**src/rtl/core/rk4dp_pkg.sv**
```systemverilog
// Shared types, constants and saturation helper for the RK4 depth profile stepper.
`default_nettype none
package rk4dp_pkg;

  localparam int FRAC_BITS = 16;
  localparam int DIVD_W    = 32 + FRAC_BITS + 1;

  localparam logic signed [31:0] MAX32 = 32'sh7FFF_FFFF;
  localparam logic signed [31:0] MIN32 = 32'sh8000_0000;
  localparam logic signed [31:0] ONE_FIX = 32'(64'd1 << FRAC_BITS);
  localparam logic signed [31:0] G_FIX =
    32'(((64'd981 << FRAC_BITS) + 64'd50) / 64'd100);

  typedef enum logic [1:0] {
    CFG_STEP_SIZE   = 2'd0,
    CFG_DISCHARGE   = 2'd1,
    CFG_START_DEPTH = 2'd2
  } cfg_idx_t;

  typedef enum logic [1:0] {
    ALU_ADD = 2'd0,
    ALU_SUB = 2'd1,
    ALU_MUL = 2'd2
  } alu_op_t;

  typedef struct packed {
    logic signed [31:0] bed_slope;
    logic               restart;
  } in_item_t;

  typedef struct packed {
    logic signed [31:0] depth;
    logic               fault;
  } out_item_t;

  typedef struct packed {
    logic               ovf;
    logic signed [31:0] val;
  } sat_t;

  typedef struct packed {
    logic              start;
    logic [DIVD_W-1:0] dividend;
    logic [31:0]       divisor;
    logic              neg;
  } div_req_t;

  typedef struct packed {
    logic               done;
    logic signed [31:0] quot;
    logic               fault;
  } div_rsp_t;

  // Applies a sign to a magnitude and clamps it to the signed 32-bit range.
  function automatic sat_t sat32(input logic neg, input logic [63:0] mag);
    sat_t r;
    r.ovf = 1'b0;
    if (neg) begin
      if (mag > 64'h8000_0000) begin
        r.ovf = 1'b1;
        r.val = MIN32;
      end else begin
        r.val = 32'(64'd0 - mag);
      end
    end else begin
      if (mag > 64'h7FFF_FFFF) begin
        r.ovf = 1'b1;
        r.val = MAX32;
      end else begin
        r.val = mag[31:0];
      end
    end
    return r;
  endfunction

endpackage
`default_nettype wire

```
**src/rtl/core/rk4dp_alu.sv**
```systemverilog
// Shared saturating add, subtract and rounded Q multiply unit.
`default_nettype none
module rk4dp_alu
  import rk4dp_pkg::*;
(
  input  alu_op_t            op,
  input  logic signed [31:0] a,
  input  logic signed [31:0] b,
  output sat_t               res
);

  logic signed [33:0] sum;
  logic [32:0]        ma;
  logic [32:0]        mb;
  logic [65:0]        prod;
  logic [65:0]        rnd;

  always_comb begin
    ma   = a[31] ? (33'd0 - {a[31], a}) : {1'b0, a};
    mb   = b[31] ? (33'd0 - {b[31], b}) : {1'b0, b};
    prod = {33'd0, ma} * {33'd0, mb};
    rnd  = (prod + (66'd1 << (FRAC_BITS - 1))) >> FRAC_BITS;
    if (op == ALU_SUB) begin
      sum = 34'(a) - 34'(b);
    end else begin
      sum = 34'(a) + 34'(b);
    end
    case (op)
      ALU_MUL: res = sat32(a[31] ^ b[31], rnd[63:0]);
      ALU_ADD, ALU_SUB: begin
        res.ovf = 1'b0;
        res.val = sum[31:0];
        if (sum > 34'(MAX32)) begin
          res.ovf = 1'b1;
          res.val = MAX32;
        end else if (sum < 34'(MIN32)) begin
          res.ovf = 1'b1;
          res.val = MIN32;
        end
      end
      default: begin
        res.ovf = 1'b0;
        res.val = '0;
      end
    endcase
  end

endmodule
`default_nettype wire

```
**config.mk**
```make
export PLATFORM = sky130hd
export DESIGN_NAME = rk4dp_alu
export DESIGN_NICKNAME = d
export VERILOG_FILES = /design/src/rtl/core/rk4dp_pkg.sv /design/src/rtl/core/rk4dp_alu.sv
export SDC_FILE = /design/constraint.sdc
export NUM_CORES = 2
export LEC_CHECK = 0
export BUFFER_PORTS_ARGS = -buffer_cell sky130_fd_sc_hd__buf_2
export CORE_ASPECT_RATIO = 1.1
export CORE_MARGIN = 2
export CORE_UTILIZATION = 35
export DETAILED_ROUTE_END_ITERATION = 6
export PLACE_DENSITY_LB_ADDON = 0.25
export SYNTH_ARGS = -nofsm -noshare
export SYNTH_HDL_FRONTEND = slang
export SYNTH_SLANG_ARGS = --single-unit
```
**constraint.sdc**
```tcl
create_clock -name vclk -period 21.4
set_input_delay 3.21 -clock vclk [all_inputs]
set_output_delay 3.21 -clock vclk [all_outputs]
set_load 0.02 [all_outputs]
```
==> results.sh <==
export IMPL_status="completed"
export IMPL_ctsHoldBuffers=0
export IMPL_hp_class="input pin to primary output"
export IMPL_slowest_delay_ns=0.79
export IMPL_overflow=0
export IMPL_synthToLayoutAreaGrowth_pct=7.61
export IMPL_setup_slack_ns=1.01
export IMPL_rows=131
export IMPL_drc_errors=0
export IMPL_grt_first_pass_wirelength_um=236000
export IMPL_first_iter_violations=2887
export IMPL_post_cts_resize_count=0
export IMPL_hold_violations=0
export IMPL_drive_gt1_frac=0.0667
export IMPL_final_antenna_net_count=0
export IMPL_cp_end_kind="primary output"
export IMPL_crit_path_start="b[0]"
export IMPL_postCtsSetupRepairBufs=0
export IMPL_die_h_um=362
export IMPL_synth_cells=4946
export IMPL_rsz0062_at_grt="false"
export IMPL_drt_wl_total_um=159000
export IMPL_fin_hold_ws_ns=6.87
export IMPL_fin_crit_ns=20.39
export IMPL_ios=99
export IMPL_nFlopsAndLatches=0
export IMPL_place_detailed_hpwl_um=133000
export IMPL_via_per_inst=5.42
export IMPL_cpMaxStageDelayCell="a311oi_1"
export IMPL_synth_largest_area_cell="fa_1"
export IMPL_first_pass_iters=6
export IMPL_cp_common_cell="fa_1"
export IMPL_grt_antenna_before_repair=4
export IMPL_gp_congestion=0.963
export IMPL_worst_setup_path_type="input pin to primary output"
export IMPL_syn_area_um2=40800
export IMPL_detail_route_wl_per_cell_um=24.4
export IMPL_die_w_um=330
export IMPL_maxCapViolCount=0
export IMPL_fin_area_um2=43900
export IMPL_start_util=0.352
export IMPL_syn_area_per_cell_um2=8.26
export IMPL_max_slew_margin_rel=0.164
export IMPL_dieArea_um2=119000
export IMPL_cp_start_kind="input pin"
export IMPL_grt_max_degree=39
export IMPL_place_ws_ns=1.35
export IMPL_via_count=35200
export IMPL_final_period_utilization=0.953
export IMPL_post_synth_num_cell_types=95
export IMPL_crit_arrival_ns=17.18
export IMPL_setup_viol=0
export IMPL_yosys_top_cells_area="fa_1 (47%), ha_1 (10%), inv_1 (10%)"
export IMPL_worstPathMaxFanout=26
export IMPL_tns_ns=0
export IMPL_min_from="op[1]"
export IMPL_place_area_um2=43900
export IMPL_drv_slew=0
export IMPL_portBuffers=99
export IMPL_n_clock_buffer=0
export IMPL_cp_required_ns=18.19
export IMPL_seq_area_um2=0
export IMPL_fin_nets=6320
export IMPL_grt_pass1_vias=36500
export IMPL_ys_warn_count=0
export IMPL_max_freq_ghz=0.0490
export IMPL_ys_seq_area_frac=0
export IMPL_grt_total_usage=0.267
export IMPL_synth_top_area_share=0.471
export IMPL_fp_coreArea_um2=116000
export IMPL_tightest_slew_ns=1.25
-- worst max-delay path, delay by kind of cell --
family / cells / cell delay [ns]
adders and majority gates: 10 / 4.80
AOI/OAI and AO/OA: 4 / 1.94
buffers and inverters: 7 / 1.53
and+or+nand+nor: 16 / 4.87
xor gates and xnor gates: 2 / 0.74
-- cell usage in the layout (no fill, tap or decap), types with 21 or more instances in the layout --
master / instances
xnor2_1: 71
nor3_1: 39
ha_1: 328
or3_1: 31
xor2_2: 21
nand3_1: 26
a21oi_1: 122
o21ai_0: 95
fa_1: 960
nand2_1: 671
o21a_1: 22
a21o_1: 42
inv_1: 1088
buf_2: 99
buf_4: 117
o221ai_1: 26
and2_1: 50
nor2_1: 598
xnor2_2: 33
xor2_1: 88
nand4_1: 33
conb_1: 33
o22ai_1: 21
o31ai_1: 21
-- cell type report --
type               instances  area, µm²
diodes                     4       10.0
fillers                12000      71900
inverters               1089       4090
multi-input cells       3659      36600
well taps               1529       1910
repair buffers           216       1370
-- path summary, 6_finish.rpt --
kind	endpoint	slack [ns]	cells after the start
worst max-delay path	res[14]	1.01	39
worst min-delay path	res[4]	6.87	3
-- logic make-up (layout without fill, tap and decap cells) --
group | count (synthesis) | count (layout) | synth area share
simple gates | 1577 | 1577 | 0.166
mux | 10 | 10 | 0.00245
compound gates | 527 | 527 | 0.0888
other cells | 2 | 37 | 0.000184
fa+ha+maj | 1288 | 1288 | 0.571
buf+inv | 1318 | 1305 | 0.122
xor+xnor | 224 | 224 | 0.0490
-- Yosys cell counts, drive strengths merged (24+ instances only) --
master     n
xor2     113
fa       960
nand3     27
and2      51
buf       24
nor2     608
a21o      42
nand2    671
nand4     33
o21ai     98
or3       34
o221ai    26
inv     1088
a21oi    122
nor3      41
ha       328
clkbuf   205
xnor2    111
-- through the flow --
stage	std cells	util
6_report	6497	0.379
5_1_grt	6493	0.379
4_1_cts	6493	0.379
3_5_place_dp	6493	0.379
2_1_floorplan	4977	-
3_3_place_gp	6493	0.379
-- per-layer routing --
layer / track usage / vias to the layer above / share of wire
li1: - / 15100 / -
met1: 0.354 / 18400 / 0.41
met2: 0.438 / 1440 / 0.47
met3: 0.0310 / 303 / 0.071
met4: 0.121 / 2 / 0.055
met5: 0 / - / 0.000069
