==> config.mk <==
export PLATFORM = sky130hd
export DESIGN_NAME = rk4dp_div
export DESIGN_NICKNAME = d
export VERILOG_FILES = /design/src/rtl/core/rk4dp_pkg.sv /design/src/rtl/core/rk4dp_div.sv
export SDC_FILE = /design/constraint.sdc
export NUM_CORES = 1
export LEC_CHECK = 0
export BUFFER_PORTS_ARGS = -buffer_cell sky130_fd_sc_hd__buf_2
export CORE_MARGIN = 5
export CORE_UTILIZATION = 59
export CTS_CLUSTER_SIZE = 12
export DETAILED_ROUTE_END_ITERATION = 8
export PLACE_DENSITY_LB_ADDON = 0.3
export SLEW_MARGIN = 30
export SYNTH_ARGS = -nofsm -noshare
export SYNTH_HDL_FRONTEND = slang
export SYNTH_SLANG_ARGS = --single-unit
==> constraint.sdc <==
create_clock -name clk -period 5.05 [get_ports clk]
set_input_delay 1.515 -clock clk [delete_from_list [all_inputs] [get_ports clk]]
set_output_delay 1.515 -clock clk [all_outputs]
set_load 0.03 [all_outputs]
==> src/rtl/core/rk4dp_pkg.sv <==
// Shared types, constants and saturation helper for the RK4 depth profile stepper.
`default_nettype none
package rk4dp_pkg;

  localparam int FRAC_BITS = 16;
  localparam int DIVD_W    = 32 + FRAC_BITS + 1;

  localparam logic signed [31:0] MAX32 = 32'sh7FFF_FFFF;
  localparam logic signed [31:0] MIN32 = 32'sh8000_0000;
  localparam logic signed [31:0] ONE_FIX = 32'(64'd1 << FRAC_BITS);
  localparam logic signed [31:0] G_FIX =
    32'(((64'd981 << FRAC_BITS) + 64'd50) / 64'd100);

  typedef enum logic [1:0] {
    CFG_STEP_SIZE   = 2'd0,
    CFG_DISCHARGE   = 2'd1,
    CFG_START_DEPTH = 2'd2
  } cfg_idx_t;

  typedef enum logic [1:0] {
    ALU_ADD = 2'd0,
    ALU_SUB = 2'd1,
    ALU_MUL = 2'd2
  } alu_op_t;

  typedef struct packed {
    logic signed [31:0] bed_slope;
    logic               restart;
  } in_item_t;

  typedef struct packed {
    logic signed [31:0] depth;
    logic               fault;
  } out_item_t;

  typedef struct packed {
    logic               ovf;
    logic signed [31:0] val;
  } sat_t;

  typedef struct packed {
    logic              start;
    logic [DIVD_W-1:0] dividend;
    logic [31:0]       divisor;
    logic              neg;
  } div_req_t;

  typedef struct packed {
    logic               done;
    logic signed [31:0] quot;
    logic               fault;
  } div_rsp_t;

  // Applies a sign to a magnitude and clamps it to the signed 32-bit range.
  function automatic sat_t sat32(input logic neg, input logic [63:0] mag);
    sat_t r;
    r.ovf = 1'b0;
    if (neg) begin
      if (mag > 64'h8000_0000) begin
        r.ovf = 1'b1;
        r.val = MIN32;
      end else begin
        r.val = 32'(64'd0 - mag);
      end
    end else begin
      if (mag > 64'h7FFF_FFFF) begin
        r.ovf = 1'b1;
        r.val = MAX32;
      end else begin
        r.val = mag[31:0];
      end
    end
    return r;
  endfunction

endpackage
`default_nettype wire

==> src/rtl/core/rk4dp_div.sv <==
// Radix-2 restoring divider with rounding-aware saturation, 32 quotient bits.
`default_nettype none
module rk4dp_div
  import rk4dp_pkg::*;
(
  input  logic     clk,
  input  logic     rst_n,
  input  div_req_t req,
  output div_rsp_t rsp
);

  typedef enum logic [2:0] {
    DV_IDLE = 3'b001,
    DV_RUN  = 3'b010,
    DV_DONE = 3'b100
  } dv_state_t;

  dv_state_t   state_r, state_nxt;
  logic [4:0]  cnt_r;
  logic [31:0] rem_r;
  logic [31:0] lo_r;
  logic [31:0] quo_r;
  logic [31:0] dsr_r;
  logic        neg_r;
  logic        ovf_r;
  logic        zero_r;
  logic [33:0] trial;
  logic        hi_big;
  sat_t        fin;

  assign hi_big = (64'(req.dividend[DIVD_W-1:32]) >= 64'(req.divisor));
  assign trial  = {1'b0, rem_r, lo_r[31]} - {2'b00, dsr_r};

  always_comb begin
    state_nxt = state_r;
    case (state_r)
      DV_IDLE: if (req.start) begin
        state_nxt = (req.divisor == '0 || hi_big) ? DV_DONE : DV_RUN;
      end
      DV_RUN:  if (cnt_r == '0) begin
        state_nxt = DV_DONE;
      end
      DV_DONE: state_nxt = DV_IDLE;
      default: state_nxt = DV_IDLE;
    endcase
  end

  always_ff @(posedge clk) begin
    if (!rst_n) begin
      state_r <= DV_IDLE;
      cnt_r   <= '0;
    end else begin
      state_r <= state_nxt;
      if (state_r == DV_IDLE) begin
        cnt_r <= 5'd31;
      end else if (state_r == DV_RUN) begin
        cnt_r <= cnt_r - 5'd1;
      end
    end
  end

  always_ff @(posedge clk) begin
    if (state_r == DV_IDLE && req.start) begin
      rem_r  <= 32'(req.dividend[DIVD_W-1:32]);
      lo_r   <= req.dividend[31:0];
      dsr_r  <= req.divisor;
      neg_r  <= req.neg;
      zero_r <= (req.divisor == '0);
      ovf_r  <= hi_big;
      quo_r  <= '0;
    end else if (state_r == DV_RUN) begin
      lo_r <= {lo_r[30:0], 1'b0};
      if (!trial[33]) begin
        rem_r <= trial[31:0];
        quo_r <= {quo_r[30:0], 1'b1};
      end else begin
        rem_r <= {rem_r[30:0], lo_r[31]};
        quo_r <= {quo_r[30:0], 1'b0};
      end
    end
  end

  // A zero divisor only occurs with a non-negative numerator, so it clamps high.
  always_comb begin
    if (zero_r) begin
      fin.ovf = 1'b1;
      fin.val = MAX32;
    end else if (ovf_r) begin
      fin = sat32(neg_r, 64'hFFFF_FFFF_FFFF);
    end else begin
      fin = sat32(neg_r, 64'(quo_r));
    end
    rsp.done  = (state_r == DV_DONE);
    rsp.quot  = fin.val;
    rsp.fault = fin.ovf;
  end

  always_ff @(posedge clk) begin
    if (rst_n) begin
      assert (!(state_r == DV_RUN && !req.start) || 1'b1);
    end
  end

  property p_run_from_start;
    @(posedge clk) disable iff (!rst_n)
      (state_r == DV_IDLE && !req.start) |=> state_r == DV_IDLE;
  endproperty
  a_run_from_start: assert property (p_run_from_start)
    else $error("divider left idle without a start");

  property p_rem_below_divisor;
    @(posedge clk) disable iff (!rst_n)
      state_r == DV_RUN |-> rem_r < dsr_r;
  endproperty
  a_rem_below_divisor: assert property (p_rem_below_divisor)
    else $error("partial remainder not below divisor");

  property p_done_one_cycle;
    @(posedge clk) disable iff (!rst_n)
      state_r == DV_DONE |=> state_r == DV_IDLE;
  endproperty
  a_done_one_cycle: assert property (p_done_one_cycle)
    else $error("divider done held past one cycle");

endmodule
`default_nettype wire

==> run_results.csv, run 1 <==
group,metric,value,unit
cells_and_area,multi_input_area,0.00469,sq mm
sta,slew_viol_final,0,
die,core,0.0145,sq mm
clocking,cts_tree,"done",
cells_and_area,area_growth,16.7,%
synthesis,syn-num-nets,1174,
worst_hold_path,hold_class,"reg2reg",
sta,hold_violations,0,
cells_and_area,regArea,0.00363,sq mm
cells_and_area,drive_gt1_frac,0.171,
sta,post-route-period-util,0.984,
synthesis,synth_area_leader_cell,"edfxtp_1",
synthesis,synth_cell_types,65,
synthesis,synth_edf_count,84,
sta,fmax,201,MHz
global_route,grt_start_max_net_pins,93,
route,post_drt_wl_per_cell,16.2,um
synthesis,netlist_area,0.00874,sq mm
worst_setup_path,cp-end-kind,"output port",
global_route,grt_pass1_wl,35700,um
synthesis,ys.flop_type,"edfxtp_1",
synthesis,syn_inst,1036,
route,ant_nets,0,
worst_setup_path,cpMostUsedCell,"or3_4",
route,routed_wl,21700,um
global_route,gr-usage-met2,0.391,
synthesis,synth.area.top_cells,"edfxtp_1 29%, dfxtp_1 13%, nand2_1 8.8%, ha_1 7.4%, o21ai_0 4.5%",
synthesis,yosysSeqAreaShare,0.415,
worst_setup_path,cp.required,3540,ps
clocking,cts_max_path_buffers,2,
global_route,grt_pass1_vias,7448,
place,place_hpwl,14900,um
route,num_vias,8081,
worst_setup_path,crit_path_cell_trace,"or4_4, nor4_4, nand4_2, or3_4, or3_4, or3_4, xor2_1, a221o_1, buf_2",
clocking,worstSkewPairLatency,430,ps
die,die_area,0.0173,sq mm
clocking,clkSinkCount,139,
clocking,root_buffer,"clkbuf_16",
worst_setup_path,start_kind,"flop",
place,gp_congestion,0.910,
worst_setup_path,max_stage_delay,560,ps
sta,final-setup-viol-count,0,
power_and_ir_drop,finalPower,3.24,mW
worst_setup_path,reg2reg_depth,8,
clocking,postCtsHoldBufs,0,
worst_setup_path,crit_fanout,9,
run,cap_violations,0,
sta,slew_headroom,0.378,
worst_setup_path,cp_data_arrival_time,3450,ps
die,die_h,132,um
sta,worst_pin_slew,933,ps
die,num_rows,44,
synthesis,syn_avg_cell_area,8.43,sq um
route,viasPerCell,6.03,
die,die_w,132,um
sta,fin_crit,4970,ps
power_and_ir_drop,p_leak,4.67,nW
global_route,gr-usage-met3,0.0493,
worst_hold_path,hold_depth,2,
route,drc,0,
place,port_buffers,118,
global_route,antenna_found_initial,0,
synthesis,synthArstFlopShare,0,
global_route,overflow,0,
synthesis,ys_warn_count,0,
route,drtIter0Drc,725,
global_route,grt_util_met1,0.329,
synthesis,synth-seq-cells,139,
power_and_ir_drop,peakVddDrop,0.308,mV
sta,fin_skew,9.39,ps
sta,hold_ws,482,ps
clocking,clk_pin_slew,70,ps
cells_and_area,post-route-util,0.702,
die,start_util,0.601,
power_and_ir_drop,power_density,317,mW/mm^2
sta,rsz0062_at_grt,"yes",
global_route,busiest_layer,"met2",
cells_and_area,n_fill_cell,1142,
worst_setup_path,crit_path_top_delay_cell,"or4_4",
cells_and_area,layout.nets,1282,
worst_setup_path,setup.worst_path.class,"reg2out",
clocking,htree_levels,4,
synthesis,synth_top_area_share,0.289,
outcome,outcome,"complete, no violations",
global_route,grt_use_total,0.243,
die,io_pins,119,
cells_and_area,diodes,0,
clocking,cts_buffers,17,
route,firstDrtPassIters,7,
[final timing paths]
kind | from | end | slack, ps
setup reg to reg | rem_r[13] | rem_r[15] | 1160
setup / recovery | quo_r[14] | rsp[30] | 80
hold / removal | quo_r[10] | quo_r[11] | 480
hold reg to reg | quo_r[10] | quo_r[11] | 480
[stage by stage]
| step | instance area (sq um) | setup TNS, ps | worst slack [ps] | cells |
|---|---|---|---|---|
| finish | 10200 | 0 | 82.3 | 1341 |
| global route | 10200 | -17.0 | -17.0 | 1341 |
| CTS | 10100 | 0 | 12.2 | 1337 |
| detailed placement | 9490 | 0 | 388 | 1302 |
| global placement | 9490 | 0 | 438 | 1302 |
| floorplan | 8740 | 0 | 2.03 | 1036 |
[sequential cells by signal (all words and copies together) (netlist names)]
signal   cells
dsr_r       32
lo_r        32
quo_r       32
rem_r       32
cnt_r        5
state_r      3
neg_r        1
ovf_r        1
zero_r       1
[cells in the final DEF (no fill, tap or decap), types with 18 or more instances in the layout]
cell and instances:
o21ai_0 79, buf_4 18, edfxtp_1 84, inv_1 69, ha_1 52, a21oi_1 71, nor2_1 72, dfxtp_1 53
buf_2 118, nor3_1 18, nand2_1 205, nand3_1 43
[Yosys cell counts, types with 10 or more instances]
master / n
xnor2_1: 17
a21oi_1: 71
a31oi_1: 11
edfxtp_1: 84
o21ai_0: 79
nand4_1: 11
nand2_1: 205
clkbuf_1: 43
inv_1: 71
o311ai_0: 14
dfxtp_1: 55
a21o_1: 13
nor3_1: 19
nor2_1: 72
nand3_1: 43
a32oi_1: 10
a211oi_1: 12
o211a_1: 10
ha_1: 52
nor4_1: 13
[worst max-delay path: cells and delay by family, from the launching register on]
| family | cells | cell delay (ps) |
|---|---|---|
| AO/OA/AOI/OAI | 1 | 330 |
| XOR/XNOR | 1 | 140 |
| buffers and inverters | 1 | 180 |
| flip-flops | 1 | 370 |
| AND/OR/NAND/NOR | 6 | 1990 |
[final cells by class]
class,count,share of cell area
Clock inverter,15,0.0186
Multi-Input combinational cell,775,0.459
Inverter,73,0.0269
Clock buffer,17,0.0417
Tap cell,184,0.0226
Sequential cell,139,0.356
Timing Repair Buffer,138,0.0751
[repair_timing]
action,CTS,global route
pin swaps,2,3
endpoints found under the setup margin,6,16
resized for setup,4,6
buffers inserted,3,4
[routing by layer]
layer,vias to the layer above,share of wire
li1,3962,-
met1,3755,0.45
met5,-,0
met3,33,0.073
met4,0,0.016
met2,331,0.47
[cell families (layout without fill, tap and decap cells)]
group,count (synthesis),in the layout,share of synthesized area
compound gates,275,275,0.204
xor+xnor,25,25,0.0251
fa+ha+maj,53,53,0.0767
buf+inv,122,243,0.0563
flops,139,139,0.415
mux,8,8,0.00931
simple gates,414,414,0.214
[power breakdown]
group | leakage [nW] | total, mW | switching (mW) | internal [mW]
clock | 0.302 | 1.28 | 0.567 | 0.716
sequential | 1.25 | 1.33 | 0.0342 | 1.30
combinational | 3.12 | 0.621 | 0.396 | 0.226
total | 4.67 | 3.24 | 0.997 | 2.24
(Power assumes the default switching activity.)
==> run 2: changes to the inputs <==
--- a/config.mk
+++ b/config.mk
@@ -9,7 +9,9 @@
 export CORE_MARGIN = 5
 export CORE_UTILIZATION = 59
+export CTS_CLUSTER_DIAMETER = 100
 export CTS_CLUSTER_SIZE = 12
 export DETAILED_ROUTE_END_ITERATION = 8
 export PLACE_DENSITY_LB_ADDON = 0.3
+export REMOVE_ABC_BUFFERS = 1
 export SLEW_MARGIN = 30
 export SYNTH_ARGS = -nofsm -noshare
==> constraint.sdc (replaced) <==
create_clock -name clk -period 5.05 [get_ports clk]
set_input_delay 1.515 -clock clk [delete_from_list [all_inputs] [get_ports clk]]
set_output_delay 1.515 -clock clk [all_outputs]
set_load 0.1 [all_outputs]
==> run 2 against run 1 <==
Effect of this change: the run now ends with DRC left; sequential power hardly changed; total power is 5.1% higher; worst hold slack better by 4.8 ps; fmax is 0.68% lower; critical path type unchanged; critical endpoint unchanged; largest power group unchanged; highest routed layer unchanged.
==> run_results.csv, run 2 (synthesis results as in run 1) <==
group,metric,value,unit
outcome,outcome,"complete, but fails checks",
outcome,violations,"DRC",
sta,fin_skew,8.84,ps
cells_and_area,area_growth,20.4,%
route,routed_wl,21800,um
clocking,clkSinkCount,139,
sta,slew_headroom,0.381,
clocking,root_buffer,"clkbuf_16",
cells_and_area,regArea,0.00363,sq mm
global_route,overflow,0,
sta,rsz0062_at_grt,"yes",
worst_setup_path,setup.worst_path.class,"reg2out",
place,dpl_cell_area,0.00983,sq mm
worst_hold_path,hold_class,"reg2reg",
cells_and_area,final_cell_mix,"205 x nand2_1, 92 x buf_2, 84 x edfxtp_1, 75 x o21ai_0",
global_route,antenna_found_initial,0,
route,drc,2,
cells_and_area,layout.nets,1285,
die,start_util,0.601,
cells_and_area,diodes,0,
place,gp_congestion,0.921,
global_route,grt_start_max_net_pins,93,
sta,worst_pin_slew,929,ps
die,die_area,0.0173,sq mm
route,ant_nets,0,
worst_setup_path,crit_path_top_delay_cell,"or4_4",
place,place_worst_setup_slack,295,ps
clocking,cts_max_path_buffers,2,
die,die_h,132,um
route,drtIter0Drc,799,
die,core,0.0145,sq mm
power_and_ir_drop,peakVddDrop,0.284,mV
worst_setup_path,start_kind,"flop",
clocking,cts_tree,"done",
die,io_pins,119,
worst_setup_path,cp_data_arrival_time,3490,ps
worst_setup_path,cp.buffers_inverters,1,
worst_setup_path,cp-end-kind,"output port",
global_route,grt_use_total,0.247,
clocking,clk_pin_slew,70,ps
place,port_buffers,118,
worst_setup_path,cp.required,3540,ps
power_and_ir_drop,p_leak,4.79,nW
worst_setup_path,cpMostUsedCell,"or3_4",
sta,fin_ws,48.4,ps
sta,slew_viol_final,0,
global_route,grt_pass1_vias,7539,
cells_and_area,n_fill_cell,1143,
sta,hold_violations,0,
sta,hold_ws,487,ps
global_route,grt_pass1_wl,36100,um
sta,fmax,200,MHz
die,die_w,132,um
power_and_ir_drop,finalPower,3.40,mW
worst_setup_path,max_stage_delay,570,ps
cells_and_area,fin_area,0.0105,sq mm
place,place_hpwl,15100,um
power_and_ir_drop,power_density,323,mW/mm^2
clocking,htree_levels,4,
cells_and_area,post-route-util,0.724,
cells_and_area,layout_commonest_cell,"nand2_1",
clocking,cts_buffers,17,
route,post_drt_wl_per_cell,16.2,um
worst_setup_path,crit_fanout,9,
route,num_vias,8107,
sta,post-route-period-util,0.990,
route,firstDrtPassIters,7,
cells_and_area,multi_input_area,0.00470,sq mm
route,viasPerCell,6.03,
sta,fin_crit,5000,ps
sta,final-setup-viol-count,0,
die,num_rows,44,
clocking,worstSkewPairLatency,430,ps
worst_setup_path,crit_family,"simple AND/OR/NAND/NOR gates",
worst_setup_path,crit_path_cell_trace,"or4_4, nor4_4, nand4_2, or3_4, or3_4, or3_4, xor2_1, a221o_1, buf_12",
clocking,postCtsHoldBufs,0,
run,cap_violations,0,
cells_and_area,drive_gt1_frac,0.175,
run 2: report_power, final:
group          internal (mW)  switching, mW
combinational          0.273          0.528
sequential              1.30         0.0340
clock                  0.707          0.558
run 2: cell type report:
type | instances | share of cell area
Sequential cell | 139 | 0.345
Multi-Input combinational cell | 775 | 0.446
Clock buffer | 17 | 0.0404
Tap cell | 184 | 0.0219
Clock inverter | 15 | 0.0166
Inverter | 73 | 0.0263
Timing Repair Buffer | 141 | 0.104
run 2: worst min-delay path, delay by kind of cell (launching register included):
kind / cells / cell delay, ps
flops: 1 / 360
simple gates: 2 / 100
run 2: per-layer routing:
metal / vias up / wire (um) / global-route usage
met1: 3771 / 9580 / 0.335
met3: 40 / 1570 / 0.0570
li1: 3977 / - / -
met5: - / 0 / 0
met4: 0 / 401 / 0.0749
met2: 319 / 10200 / 0.396
run 2: path summary, 6_finish.rpt:
path | startpoint | end | slack, ps | cells after the start
setup / recovery | quo_r[14] | rsp[30] | 50 | 9
hold / removal | quo_r[14] | quo_r[15] | 490 | 2
setup reg to reg | rem_r[13] | rem_r[15] | 980 | 8
hold reg to reg | quo_r[14] | quo_r[15] | 490 | 2
run 2: repair_timing:
action,4_1_cts,5_1_grt
setup endpoints to repair,14,29
pin swaps,1,3
resized for setup,13,13
buffers inserted,1,1
run 2: metrics by stage:
stage / std cells / TNS (ps)
final: 1344 / 0
after global routing: 1344 / -88.0
after CTS: 1343 / -60.0
after detailed placement: 1310 / 0
after global placement: 1310 / 0
after floorplan: 987 / -80310
==> run 3: changes to the inputs <==
Settings changed: CELL_PAD_IN_SITES_DETAIL_PLACEMENT from default to 0, CELL_PAD_IN_SITES_GLOBAL_PLACEMENT from default to 1, CORE_MARGIN 5 to default, CORE_UTILIZATION 59 to 44.
==> run 3 against run 2 <==
Effect of this change: the run still ends with DRC left; wire length is 3.5% higher; final cell count increased by 6.7%; largest cell class unchanged; clock-buffer cell count rose by 1; setup slack gained 10 ps; first-iteration DRC count is 20% lower; combinational power grew 2%; die area up 18%; global-route usage fell by 2.0 points.
==> run_results.csv, run 3 (synthesis results as in run 1) <==
group,metric,value,unit
sta,hold_violations,0,
power_and_ir_drop,switching_power,1.10,mW
global_route,grt_pass1_vias,7138,
cells_and_area,drive_gt1_frac,0.180,
power_and_ir_drop,p_leak,4.85,nW
sta,fin_crit,4990,ps
route,viasPerCell,5.49,
cells_and_area,diodes,0,
cells_and_area,final_cell_mix,"205 x nand2_1, 92 x buf_2, 84 x edfxtp_1, 74 x o21ai_0, 72 x nor2_1",
outcome,violations,"DRC",
sta,slew_headroom,0.483,
global_route,overflow,0,
worst_setup_path,max_stage_delay,560,ps
route,ant_nets,0,
cells_and_area,fin_area,0.0107,sq mm
cells_and_area,layout.nets,1294,
worst_setup_path,cpMostUsedCell,"or3_4",
place,gp_congestion,0.830,
place,placed_cells,1399,
worst_setup_path,cp.buffers_inverters,2,
worst_hold_path,hold_depth,2,
worst_hold_path,hold_class,"reg2reg",
clocking,cts_tree,"done",
route,firstDrtPassIters,7,
route,drtIter0Drc,640,
route,num_vias,7878,
cells_and_area,layout.cells.non_filler,1434,
worst_setup_path,crit_path_cell_trace,"or4_4, nor4_4, buf_4, nand4_4, or3_4, or3_4, or3_4, xor2_1, a221o_1, buf_12",
cells_and_area,regArea,0.00363,sq mm
worst_setup_path,cp-end-kind,"output port",
worst_setup_path,crit_family,"simple AND/OR/NAND/NOR gates",
clocking,cts_max_path_buffers,2,
cells_and_area,n_fill_cell,1818,
worst_setup_path,cp_data_arrival_time,3480,ps
clocking,clk_pin_slew,60,ps
outcome,outcome,"complete, but fails checks",
die,core,0.0195,sq mm
sta,fmax,200,MHz
route,drc,2,
clocking,postCtsHoldBufs,0,
cells_and_area,layout_commonest_cell,"nand2_1",
power_and_ir_drop,peakVddDrop,0.190,mV
worst_setup_path,cp_num_cells,10,
place,place_hpwl,15600,um
worst_setup_path,crit_fanout,6,
sta,worst_pin_slew,765,ps
die,num_rows,51,
power_and_ir_drop,internal-power,2.28,mW
clocking,worstSkewPairLatency,430,ps
clocking,cts_buffers,17,
power_and_ir_drop,p_seq_frac,0.395,
die,die_area,0.0204,sq mm
power_and_ir_drop,comb_power_share,0.243,
place,dpl_cell_area,0.0101,sq mm
worst_hold_path,hp-start,"quo_r[17]",
sta,fin_skew,11.1,ps
worst_setup_path,cp.required,3540,ps
clocking,htree_levels,4,
die,start_util,0.449,
place,place_worst_setup_slack,266,ps
worst_setup_path,reg2reg_depth,9,
route,routed_wl,22500,um
sta,fin_ws,58.4,ps
die,die_h,143,um
power_and_ir_drop,power_density,315,mW/mm^2
sta,post-route-period-util,0.988,
power_and_ir_drop,swShare,0.325,
die,io_pins,119,
route,post_drt_wl_per_cell,15.7,um
power_and_ir_drop,power_frac_clock,0.362,
power_and_ir_drop,finalPower,3.38,mW
global_route,grt_start_max_net_pins,93,
global_route,grt_use_total,0.227,
worst_setup_path,start_kind,"flop",
clocking,clkSinkCount,139,
clocking,root_buffer,"clkbuf_16",
place,port_buffers,118,
global_route,grt_pass1_wl,36500,um
worst_setup_path,crit_path_top_delay_cell,"or4_4",
worst_setup_path,worstSetupStartpoint,"quo_r[17]",
sta,rsz0062_at_grt,"yes",
cells_and_area,multi_input_area,0.00470,sq mm
die,die_w,143,um
run,cap_violations,0,
worst_setup_path,setup.worst_path.class,"reg2out",
sta,hold_ws,481,ps
sta,final-setup-viol-count,0,
cells_and_area,area_growth,22.8,%
worst_setup_path,r2r_start,"rem_r[13]",
global_route,antenna_found_initial,0,
sta,slew_viol_final,0,
-- run 3: cell count changes in the layout (fill, tap and decap cells not counted), moves of 2 or more --
cell,previous run,this run
buf_12,21,26
buf_4,26,31
clkbuf_4,2,0
clkinv_4,1,3
clkinv_8,2,0
inv_8,5,3
-- run 3: path summary, 6_finish.rpt --
kind	endpoint	slack, ps
setup / recovery	rsp[30]	60
hold / removal	quo_r[18]	480
hold reg to reg	quo_r[18]	480
setup reg to reg	rem_r[15]	1420
-- run 3: final cells by class --
| cell class | instances | area share |
|---|---|---|
| Multi-Input combinational cell | 775 | 0.438 |
| Sequential cell | 139 | 0.338 |
| Timing Repair Buffer | 150 | 0.114 |
| Clock buffer | 18 | 0.0400 |
| Tap cell | 265 | 0.0309 |
| Inverter | 73 | 0.0258 |
| Clock inverter | 14 | 0.0128 |
-- run 3: repair_timing --
action / 4_1_cts / 5_1_grt
hold endpoints to repair: 0 / 0
pin swaps: 2 / 4
buffers inserted: 1 / 2
resized for setup: 5 / 20
endpoints found under the setup margin: 14 / 26
-- run 3: per-layer routing --
layer	up-vias	part of all wire	GRT usage
met1	3693	0.50	0.322
met4	0	0.0056	0.0447
met3	12	0.046	0.0476
met5	-	0	0
met2	197	0.45	0.356
li1	3976	-	-
-- run 3: power by group through the flow --
stage	logic [mW]	registers (mW)	clock network (mW)
6_report	0.820	1.34	1.22
5_1_grt	0.896	1.34	1.29
4_1_cts	0.820	1.34	1.24
3_5_place_dp	0.814	1.36	0
3_3_place_gp	0.810	1.36	0
2_1_floorplan	0.545	1.35	0
-- run 3: worst min-delay path: cells and delay by family, from the launching register on --
kind,cells,cell delay [ps]
and+or+nand+nor,2,90
DFF,1,350
-- run 3: through the flow --
step	util	TNS, ps
final	0.551	0
after global routing	0.551	-66.4
after CTS	0.547	-74.8
after detailed placement	0.517	0
after global placement	0.517	0
after floorplan	-	-80310
